===== src/hw/rtl/jsu_pkg.sv =====
// Package for the JSON string unescaper: item structs, result kinds,
// character codes and the UTF-8 encoder function.
// No dependencies.
`default_nettype none

package jsu_pkg;

	// One input item: a text byte or the end-of-text mark
	typedef struct packed {
		logic [7:0] in_byte;
		logic       text_end;
	} txt_item_t;

	// One result item
	typedef struct packed {
		logic [7:0] out_byte;
		logic [2:0] kind;
		logic       last;
	} res_item_t;

	// Result kinds
	localparam logic [2:0] KIND_BYTE    = 3'd0;
	localparam logic [2:0] KIND_CLOSED  = 3'd1;
	localparam logic [2:0] KIND_NOQUOTE = 3'd2;
	localparam logic [2:0] KIND_UNTERM  = 3'd3;
	localparam logic [2:0] KIND_SHORT   = 3'd4;

	// Character codes
	localparam logic [7:0] CH_QUOTE  = 8'h22;
	localparam logic [7:0] CH_BSLASH = 8'h5C;
	localparam logic [7:0] CH_N      = 8'h6E;
	localparam logic [7:0] CH_T      = 8'h74;
	localparam logic [7:0] CH_R      = 8'h72;
	localparam logic [7:0] CH_B      = 8'h62;
	localparam logic [7:0] CH_F      = 8'h66;
	localparam logic [7:0] CH_U      = 8'h75;

	// Surrogate ranges
	localparam logic [15:0] HIGH_LO = 16'hD800;
	localparam logic [15:0] HIGH_HI = 16'hDC00;

	// Encoded code point: up to four bytes, b[0] sent first
	typedef struct packed {
		logic [3:0][7:0] b;
		logic [2:0]      n;
	} utf8_seq_t;

	// UTF-8 encoding of a 32-bit code point, lead byte truncated to 8 bits
	function automatic utf8_seq_t utf8_encode(input logic [31:0] cp);
		utf8_seq_t s;
		s.b = '0;
		if (cp < 32'h0000_0080) begin
			s.b[0] = cp[7:0];
			s.n    = 3'd1;
		end else if (cp < 32'h0000_0800) begin
			s.b[0] = 8'hC0 | cp[13:6];
			s.b[1] = {2'b10, cp[5:0]};
			s.n    = 3'd2;
		end else if (cp < 32'h0001_0000) begin
			s.b[0] = 8'hE0 | cp[19:12];
			s.b[1] = {2'b10, cp[11:6]};
			s.b[2] = {2'b10, cp[5:0]};
			s.n    = 3'd3;
		end else begin
			s.b[0] = 8'hF0 | cp[25:18];
			s.b[1] = {2'b10, cp[17:12]};
			s.b[2] = {2'b10, cp[11:6]};
			s.b[3] = {2'b10, cp[5:0]};
			s.n    = 3'd4;
		end
		return s;
	endfunction

endpackage

`default_nettype wire


===== src/hw/rtl/json_string_unescape_utf8.sv =====
// JSON string unescaper with UTF-8 output: top level.
// Depends on jsu_pkg.
`default_nettype none
//
//  channel | direction | handshake             | payload
//  --------+-----------+-----------------------+------------------------
//  txt     | in        | txt_valid / txt_stall | txt_data  (txt_item_t)
//  res     | out       | res_valid / res_stall | res_data  (res_item_t)
//
// Entry register, then combinational decode into a registered bundle of up to four
// results; the bundle offers one result per cycle while res_stall is low.
// Reset returns the decoder to awaiting the opening quote with empty stages.
// txt_stall is high while the entry register is full and the bundle is
// neither empty nor handing over its final result.

module json_string_unescape_utf8
	import jsu_pkg::*;
(
	input  wire logic      clk,
	input  wire logic      arst_n,
	input  wire logic      txt_valid,
	output logic           txt_stall,
	input  wire txt_item_t txt_data,
	output logic           res_valid,
	input  wire logic      res_stall,
	output res_item_t      res_data
);

	typedef enum logic [2:0] {
		PH_AWAIT,
		PH_STRING,
		PH_ESCAPE,
		PH_HEX,
		PH_HIGH,
		PH_HIGH_BS,
		PH_HEX_LOW
	} phase_t;

	// Entry register
	logic      vld_s1;
	txt_item_t item_s1;

	// Decoder state
	phase_t      phase_q;
	logic [15:0] code_q;
	logic [2:0]  digits_q;
	logic        stop_q;
	logic [15:0] high_q;

	// Result bundle
	logic [7:0] rb_q [4];
	logic [2:0] rk_q [4];
	logic [2:0] cnt_q;
	logic [1:0] idx_q;

	logic take, fin, bundle_free, advance;

	// Output side of the bundle
	assign res_valid         = (cnt_q != 3'd0);
	assign res_data.out_byte = rb_q[idx_q];
	assign res_data.kind     = rk_q[idx_q];
	assign res_data.last     = ({1'b0, idx_q} == (cnt_q - 3'd1));

	assign take        = res_valid && !res_stall;
	assign fin         = take && res_data.last;
	assign bundle_free = (cnt_q == 3'd0) || fin;
	assign advance     = vld_s1 && bundle_free;
	assign txt_stall   = vld_s1 && !bundle_free;

	// Entry register
	always_ff @(posedge clk or negedge arst_n) begin
		if (!arst_n) begin
			vld_s1 <= 1'b0;
		end else if (!txt_stall) begin
			vld_s1 <= txt_valid;
		end
	end

	always_ff @(posedge clk) begin
		if (txt_valid && !txt_stall) begin
			item_s1 <= txt_data;
		end
	end

	// Hex digit decode
	logic [7:0]  c;
	logic        eot;
	logic        dvalid;
	logic [3:0]  dval;
	logic [15:0] code_n;
	logic        stop_n;
	logic [2:0]  dig_n;
	logic        hex_done;
	logic [31:0] pair_cp;

	assign c   = item_s1.in_byte;
	assign eot = item_s1.text_end;

	always_comb begin
		dvalid = 1'b1;
		dval   = 4'd0;
		if (c >= 8'h30 && c <= 8'h39) begin
			dval = 4'(c - 8'h30);
		end else if (c >= 8'h61 && c <= 8'h66) begin
			dval = 4'(c - 8'h57);
		end else if (c >= 8'h41 && c <= 8'h46) begin
			dval = 4'(c - 8'h37);
		end else begin
			dvalid = 1'b0;
		end
	end

	assign code_n   = (!stop_q && dvalid) ? {code_q[11:0], dval} : code_q;
	assign stop_n   = stop_q || !dvalid;
	assign dig_n    = digits_q + 3'd1;
	assign hex_done = (dig_n == 3'd4);
	// Joined pair, modulo 2^32, second half not range checked
	assign pair_cp  = 32'h0001_0000 + ((32'(high_q) - 32'(HIGH_LO)) << 10)
		+ (32'(code_n) - 32'(HIGH_HI));

	// Next-state and result selection for the registered item
	phase_t      ph_d;
	logic [15:0] code_d;
	logic [2:0]  dig_d;
	logic        stop_d;
	logic [15:0] high_d;
	logic        clr;
	logic        do_str, do_esc;
	logic        enc_use;
	logic [31:0] enc_cp;
	logic        tail_en;
	logic [2:0]  tail_kind;
	logic [7:0]  tail_byte;

	always_comb begin
		ph_d      = phase_q;
		code_d    = code_q;
		dig_d     = digits_q;
		stop_d    = stop_q;
		high_d    = high_q;
		clr       = 1'b0;
		do_str    = 1'b0;
		do_esc    = 1'b0;
		enc_use   = 1'b0;
		enc_cp    = 32'(high_q);
		tail_en   = 1'b0;
		tail_kind = KIND_BYTE;
		tail_byte = 8'h00;

		case (phase_q)
			PH_AWAIT: begin
				if (!eot) begin
					if (c == CH_QUOTE) begin
						ph_d = PH_STRING;
					end else begin
						tail_en   = 1'b1;
						tail_kind = KIND_NOQUOTE;
					end
				end
			end
			PH_STRING, PH_ESCAPE: begin
				if (eot) begin
					tail_en   = 1'b1;
					tail_kind = KIND_UNTERM;
					clr       = 1'b1;
				end else if (phase_q == PH_STRING) begin
					do_str = 1'b1;
				end else begin
					do_esc = 1'b1;
				end
			end
			PH_HEX, PH_HEX_LOW: begin
				if (eot) begin
					tail_en   = 1'b1;
					tail_kind = KIND_SHORT;
					clr       = 1'b1;
				end else if (!hex_done) begin
					code_d = code_n;
					dig_d  = dig_n;
					stop_d = stop_n;
				end else begin
					code_d = '0;
					dig_d  = '0;
					stop_d = 1'b0;
					if (phase_q == PH_HEX && code_n >= HIGH_LO && code_n < HIGH_HI) begin
						high_d = code_n;
						ph_d   = PH_HIGH;
					end else begin
						enc_use = 1'b1;
						enc_cp  = (phase_q == PH_HEX) ? 32'(code_n) : pair_cp;
						ph_d    = PH_STRING;
					end
				end
			end
			PH_HIGH: begin
				if (eot) begin
					enc_use   = 1'b1;
					tail_en   = 1'b1;
					tail_kind = KIND_UNTERM;
					clr       = 1'b1;
				end else if (c == CH_BSLASH) begin
					ph_d = PH_HIGH_BS;
				end else begin
					enc_use = 1'b1;
					do_str  = 1'b1;
				end
			end
			PH_HIGH_BS: begin
				if (eot) begin
					enc_use   = 1'b1;
					tail_en   = 1'b1;
					tail_kind = KIND_UNTERM;
					clr       = 1'b1;
				end else if (c == CH_U) begin
					ph_d   = PH_HEX_LOW;
					code_d = '0;
					dig_d  = '0;
					stop_d = 1'b0;
				end else begin
					enc_use = 1'b1;
					do_esc  = 1'b1;
				end
			end
			default: begin
				clr = 1'b1;
			end
		endcase

		// Plain string byte
		if (do_str) begin
			if (c == CH_QUOTE) begin
				tail_en   = 1'b1;
				tail_kind = KIND_CLOSED;
				clr       = 1'b1;
			end else if (c == CH_BSLASH) begin
				ph_d = PH_ESCAPE;
			end else begin
				tail_en   = 1'b1;
				tail_byte = c;
				ph_d      = PH_STRING;
			end
		end

		// Byte after a backslash
		if (do_esc) begin
			ph_d    = PH_STRING;
			tail_en = 1'b1;
			case (c)
				CH_N:    tail_byte = 8'h0A;
				CH_T:    tail_byte = 8'h09;
				CH_R:    tail_byte = 8'h0D;
				CH_B:    tail_byte = 8'h08;
				CH_F:    tail_byte = 8'h0C;
				CH_U: begin
					tail_en = 1'b0;
					ph_d    = PH_HEX;
					code_d  = '0;
					dig_d   = '0;
					stop_d  = 1'b0;
				end
				default: tail_byte = c;
			endcase
		end

		// Close or error: back to awaiting the quote
		if (clr) begin
			ph_d   = PH_AWAIT;
			code_d = '0;
			dig_d  = '0;
			stop_d = 1'b0;
			high_d = '0;
		end
	end

	// Assemble the bundle: encoded bytes first, then the single tail result
	utf8_seq_t  enc;
	logic [2:0] n_used;
	logic [2:0] cnt_d;
	logic [7:0] rb_d [4];
	logic [2:0] rk_d [4];

	assign enc    = utf8_encode(enc_cp);
	assign n_used = enc_use ? enc.n : 3'd0;
	assign cnt_d  = n_used + {2'b00, tail_en};

	always_comb begin
		for (int i = 0; i < 4; i++) begin
			if (3'(i) < n_used) begin
				rb_d[i] = enc.b[2'(i)];
				rk_d[i] = KIND_BYTE;
			end else begin
				rb_d[i] = tail_byte;
				rk_d[i] = tail_kind;
			end
		end
	end

	// Decoder state and bundle control
	always_ff @(posedge clk or negedge arst_n) begin
		if (!arst_n) begin
			phase_q  <= PH_AWAIT;
			code_q   <= '0;
			digits_q <= '0;
			stop_q   <= 1'b0;
			high_q   <= '0;
			cnt_q    <= '0;
			idx_q    <= '0;
		end else begin
			if (advance) begin
				phase_q  <= ph_d;
				code_q   <= code_d;
				digits_q <= dig_d;
				stop_q   <= stop_d;
				high_q   <= high_d;
				cnt_q    <= cnt_d;
				idx_q    <= '0;
			end else if (fin) begin
				cnt_q <= '0;
				idx_q <= '0;
			end else if (take) begin
				idx_q <= idx_q + 2'd1;
			end
		end
	end

	// Bundle payload
	always_ff @(posedge clk) begin
		if (advance) begin
			for (int i = 0; i < 4; i++) begin
				rb_q[i] <= rb_d[i];
				rk_q[i] <= rk_d[i];
			end
		end
	end

	// Checks
	a_cnt_range: assert property (@(posedge clk) disable iff (!arst_n)
		res_valid |-> (cnt_q <= 3'd4 && {1'b0, idx_q} < cnt_q))
		else $error("bundle index out of range");

	a_drain_empty: assert property (@(posedge clk) disable iff (!arst_n)
		(fin && !advance) |=> !res_valid)
		else $error("bundle not emptied after its final result");

	a_high_range: assert property (@(posedge clk) disable iff (!arst_n)
		(phase_q == PH_HIGH || phase_q == PH_HIGH_BS || phase_q == PH_HEX_LOW)
		|-> (high_q >= HIGH_LO && high_q < HIGH_HI))
		else $error("held high surrogate out of range");

	a_no_overwrite: assert property (@(posedge clk) disable iff (!arst_n)
		(res_valid && res_stall) |=> (res_valid && $stable(cnt_q) && $stable(idx_q)))
		else $error("stalled bundle changed");

endmodule

`default_nettype wire


===== config.mk =====
export PLATFORM = sky130hd
export DESIGN_NAME = json_string_unescape_utf8
export DESIGN_NICKNAME = d
export VERILOG_FILES = /design/src/hw/rtl/jsu_pkg.sv /design/src/hw/rtl/json_string_unescape_utf8.sv
export SDC_FILE = /design/constraint.sdc
export NUM_CORES = 1
export LEC_CHECK = 0
export BUFFER_PORTS_ARGS = -buffer_cell sky130_fd_sc_hd__buf_2
export CAP_MARGIN = 15
export CORE_MARGIN = 5
export CORE_UTILIZATION = 63
export DETAILED_ROUTE_END_ITERATION = 16
export HOLD_SLACK_MARGIN = 0.06
export PLACE_DENSITY = 0.89
export REMOVE_ABC_BUFFERS = 1
export SLEW_MARGIN = 20
export SYNTH_ARGS = -nofsm -noshare
export SYNTH_HDL_FRONTEND = slang
export SYNTH_SLANG_ARGS = --single-unit

===== constraint.sdc =====
create_clock -name clk -period 9.3 [get_ports clk]
set_clock_uncertainty 0.05 [all_clocks]
set_input_delay 1.395 -clock clk [delete_from_list [all_inputs] [get_ports clk]]
set_output_delay 1.395 -clock clk [all_outputs]
set_load 0.01 [all_outputs]

==> metrics.cfg <==
[run_status]
run_status=complete, no violations

[route]
drt-vias-per-instance=6.591
number_of_vias_in_the_routed_layout=6196
finalWirelength_um=17670
drtIter0Drc=726
antenna_left=0
drtPass1Iterations=5
routed_wl_per_cell_um=18.80
drt_drc_violations_left=0

[sta]
finalSetupViolCount=0
grt_setup_unrepaired=no
timing.final.hold_violations=0
slew_margin_rel_pct=42.92
report.final.slew_viol_count=0
hold_slack_ps=473.4
final_period_minus_worst_setup_slack_ps=7595
tightestPinTransition_ps=848.3
max_freq_mhz=131.7
finalWorstSetupSlack_ps=1705
setup_total_negative_slack_ps=0
timing.final.crit_share_pct=81.66

[worst_setup_path]
worst-path-max-fanout=22
timing.critical_path.slowest_cell_delay_ps=620
worst-endpoint-required_ps=9370
timing.rr.end=rb_q[1][2]$_DFFE_PP_
worstSetupEndpointType=register
timing.critical_path.cells=or4b_4 > or4_4 > nand2_1 > mux2i_1 > inv_1 > ha_1 > inv_1 > o211ai_1 > and2_1 > inv_1 > ha_1 > ha_1 > nand3_1 > nor3b_1 > nor3_1 > o211ai_1 > or3b_2 > nand4b_1 > a211oi_2 > buf_4 > a21oi_2 > mux2_1
cpMaxStageDelayCell=sky130_fd_sc_hd__nand2_1
reg2regPathDepth=22
timing.setup.critical_path_class=reg2reg
r2r_setup_slack_ps=1710
start_kind=register
worstPathArrival_ps=7660
critical_path.reg2reg.startpoint=c[3]$_DFFE_PP_

[clocking]
post_cts_hold_buffer_count=0
post-cts-setup-buffers=0
cts-htree-levels=3
tritoncts_clock_tree=done
cts_buffers=9
clock-root-buffer=sky130_fd_sc_hd__clkbuf_8
clock_path_buffers=2
clk_pin_slew_ps=110
clk_latency_worst_skew_pair_ps=370
cts.sinks=90
cts_resized=0

[global_route]
grtUsageTotal_pct=27.40
initial_antenna_violation_count=0
first_pass_grt_wire_length_um=29280
grt_overflow=0
grt_start_max_net_pins=46
number_of_global_route_vias_before_repair=5980

[yosys]
yosysSeqAreaShare_pct=35.17
post_synth_inst_count=795
postSynth.topFlopCell=sky130_fd_sc_hd__edfxtp_1
postSynthRegisterBits=90
netlist.area_leader.share_pct=19.19
post_synth_num_cell_types=82
netlist_top_cells_area=sky130_fd_sc_hd__edfxtp_1 (19%), sky130_fd_sc_hd__dfrtp_1 (16%), sky130_fd_sc_hd__ha_1 (8.5%), sky130_fd_sc_hd__mux2i_1 (5.5%), sky130_fd_sc_hd__nand2_1 (5.4%)
netlist_area_mm2=0.007043
synth-edff-count=45
async_flop_share_pct=50.00
synth.largest_area_cell=sky130_fd_sc_hd__edfxtp_1
synth.avg_cell_area_um2=8.859
ys_warn_count=0

[layout]
layout-drive-gt1-share_pct=8.750
area_delta_synth_final_pct=5.205
register_area_mm2=0.002477
layout.nets=857
fillCellCount=857
finish.utilization_pct=68.05
num_antenna_cells=0
multi_input_area_mm2=0.004239
finalNonFillerCells=940

[run]
number_of_maximum_capacitance_violations=0

[die]
die_height_um=115.7
core_area_mm2=0.01089
ioPinCount=27
std_cell_rows=38
fp.dieArea_mm2=0.01339
chipWidth_um=115.7
floorplan.initialDensity_pct=64.69

[placement]
place_hpwl_um=13360
post-place-cells=924
dpl_ws_ps=1862
gp_congestion=0.9613
portBuffers=26

[worst_hold_path]
count_of_cells_along_the_worst_hold_path=1
hold_path_end=cnt_q[1]$_DFFE_PN0P_
holdCritStartpoint=cnt_q[1]$_DFFE_PN0P_
worstHoldPathType=reg2reg

[power]
static-leakage-power_nw=3.228
power-per-cell-area_mw_per_mm2=152.0
vdd_drop_max_v=0.0001655

[report_power, final]
| group | internal (W) | switching (W) |
|---|---|---|
| clock | 0.000105 | 0.000162 |
| combinational | 0.000118 | 0.000177 |
| sequential | 0.000506 | 0.0000587 |
[worst max-delay path, delay by kind of cell (launching register included)]
kind | cells | cell delay (ps)
AOI/OAI and AO/OA | 4 | 890
adders and majority gates | 3 | 920
and+or+nand+nor | 9 | 3190
muxes | 2 | 970
DFF | 1 | 610
buffers and inverters | 4 | 700
[registers in the layout, indices dropped and copies added, names as in the netlist, 2 cells and up]
name      count
rk_q         12
rb_q         24
high_q       16
cnt_q         3
digits_q      3
phase_q       3
c             8
idx_q         2
code_q       16
[cells in the final DEF, fill, tap and decap left out, drive strengths merged, types with 7 or more instances in the layout]
master    n
a211oi    8
a21o      7
a21oi    47
a22o     16
a31oi    11
and3      9
buf      30
clkbuf    9
dfrtp    45
edfxtp   45
ha       48
inv      44
mux2      8
mux2i    40
nand2   102
nand2b   14
nand3    14
nor2     58
nor2b    11
nor3     12
o211ai    8
o21a      9
o21ai    70
o31ai     9
xnor2    14
[worst max-delay path by stage]
stage	slack (ps)	startpoint	cells past startpoint	end
finish	1710	c[3]$_DFFE_PP_	22	rb_q[1][2]$_DFFE_PP_
global route	1240	c[3]$_DFFE_PP_	22	rb_q[1][2]$_DFFE_PP_
CTS	1790	c[3]$_DFFE_PP_	22	rb_q[1][2]$_DFFE_PP_
detailed placement	1860	c[3]$_DFFE_PP_	22	rb_q[1][2]$_DFFE_PP_
global placement	2130	c[3]$_DFFE_PP_	22	rb_q[1][2]$_DFFE_PP_
floorplan	2150	c[3]$_DFFE_PP_	21	rb_q[1][2]$_DFFE_PP_
[metal layers]
metal	share of wire [%]	global-route usage (%)	vias to the layer above	wire, um
met5	0	0	-	0
met2	46	44.56	265	8202
met1	44	37.94	2951	7705
li1	-	-	2934	-
met4	2.6	8.585	0	456
met3	7.4	4.334	46	1308
[metrics by stage]
stage	instance area (um2)	power [W]
after floorplan	6867	0.0007556
after global placement	7206	0.0008516
after detailed placement	7206	0.0008658
after CTS	7403	0.001128
after global routing	7410	0.001189
final	7410	0.001126
[cells in the mapped netlist, drive strengths merged (3+ instances only)]
cell	instances
nand2	102
o21ai	70
nor2	58
ha	48
a21oi	47
dfrtp	45
edfxtp	45
inv	42
mux2i	40
clkbuf	32
a22o	16
nand2b	14
nand3	14
xnor2	14
nor3	12
a31oi	11
nor2b	11
and3	9
buf	9
o21a	9
o31ai	9
a211oi	8
mux2	8
o211ai	8
a21o	7
a211o	6
and2	6
nor3b	6
nor4	6
or3	6
a311oi	5
nand3b	5
or4	5
a32o	3
a32oi	3
a41oi	3
mux4	3
nand4	3
nor4b	3
o31a	3
xor2	3
[cells by family after synthesis]
family | count (synthesis) | share of synthesized area (%)
buffers and inverters | 83 | 4.743
AND/OR/NAND/NOR | 273 | 19.26
adder cells (fa/ha/maj) | 49 | 8.812
XOR/XNOR | 17 | 2.114
multiplexers | 51 | 8.154
AO/OA/AOI/OAI | 232 | 21.74
flip-flops | 90 | 35.18
[layout make-up]
cell class	instances	share of cell area, %
Clock buffer	9	1.672
Clock inverter	7	0.9963
Inverter	42	2.128
Multi-Input combinational cell	622	57.21
Sequential cell	90	33.43
Tap cell	140	2.364
Timing Repair Buffer	30	2.195
No activity file was read; power rests on OpenSTA's default activity.
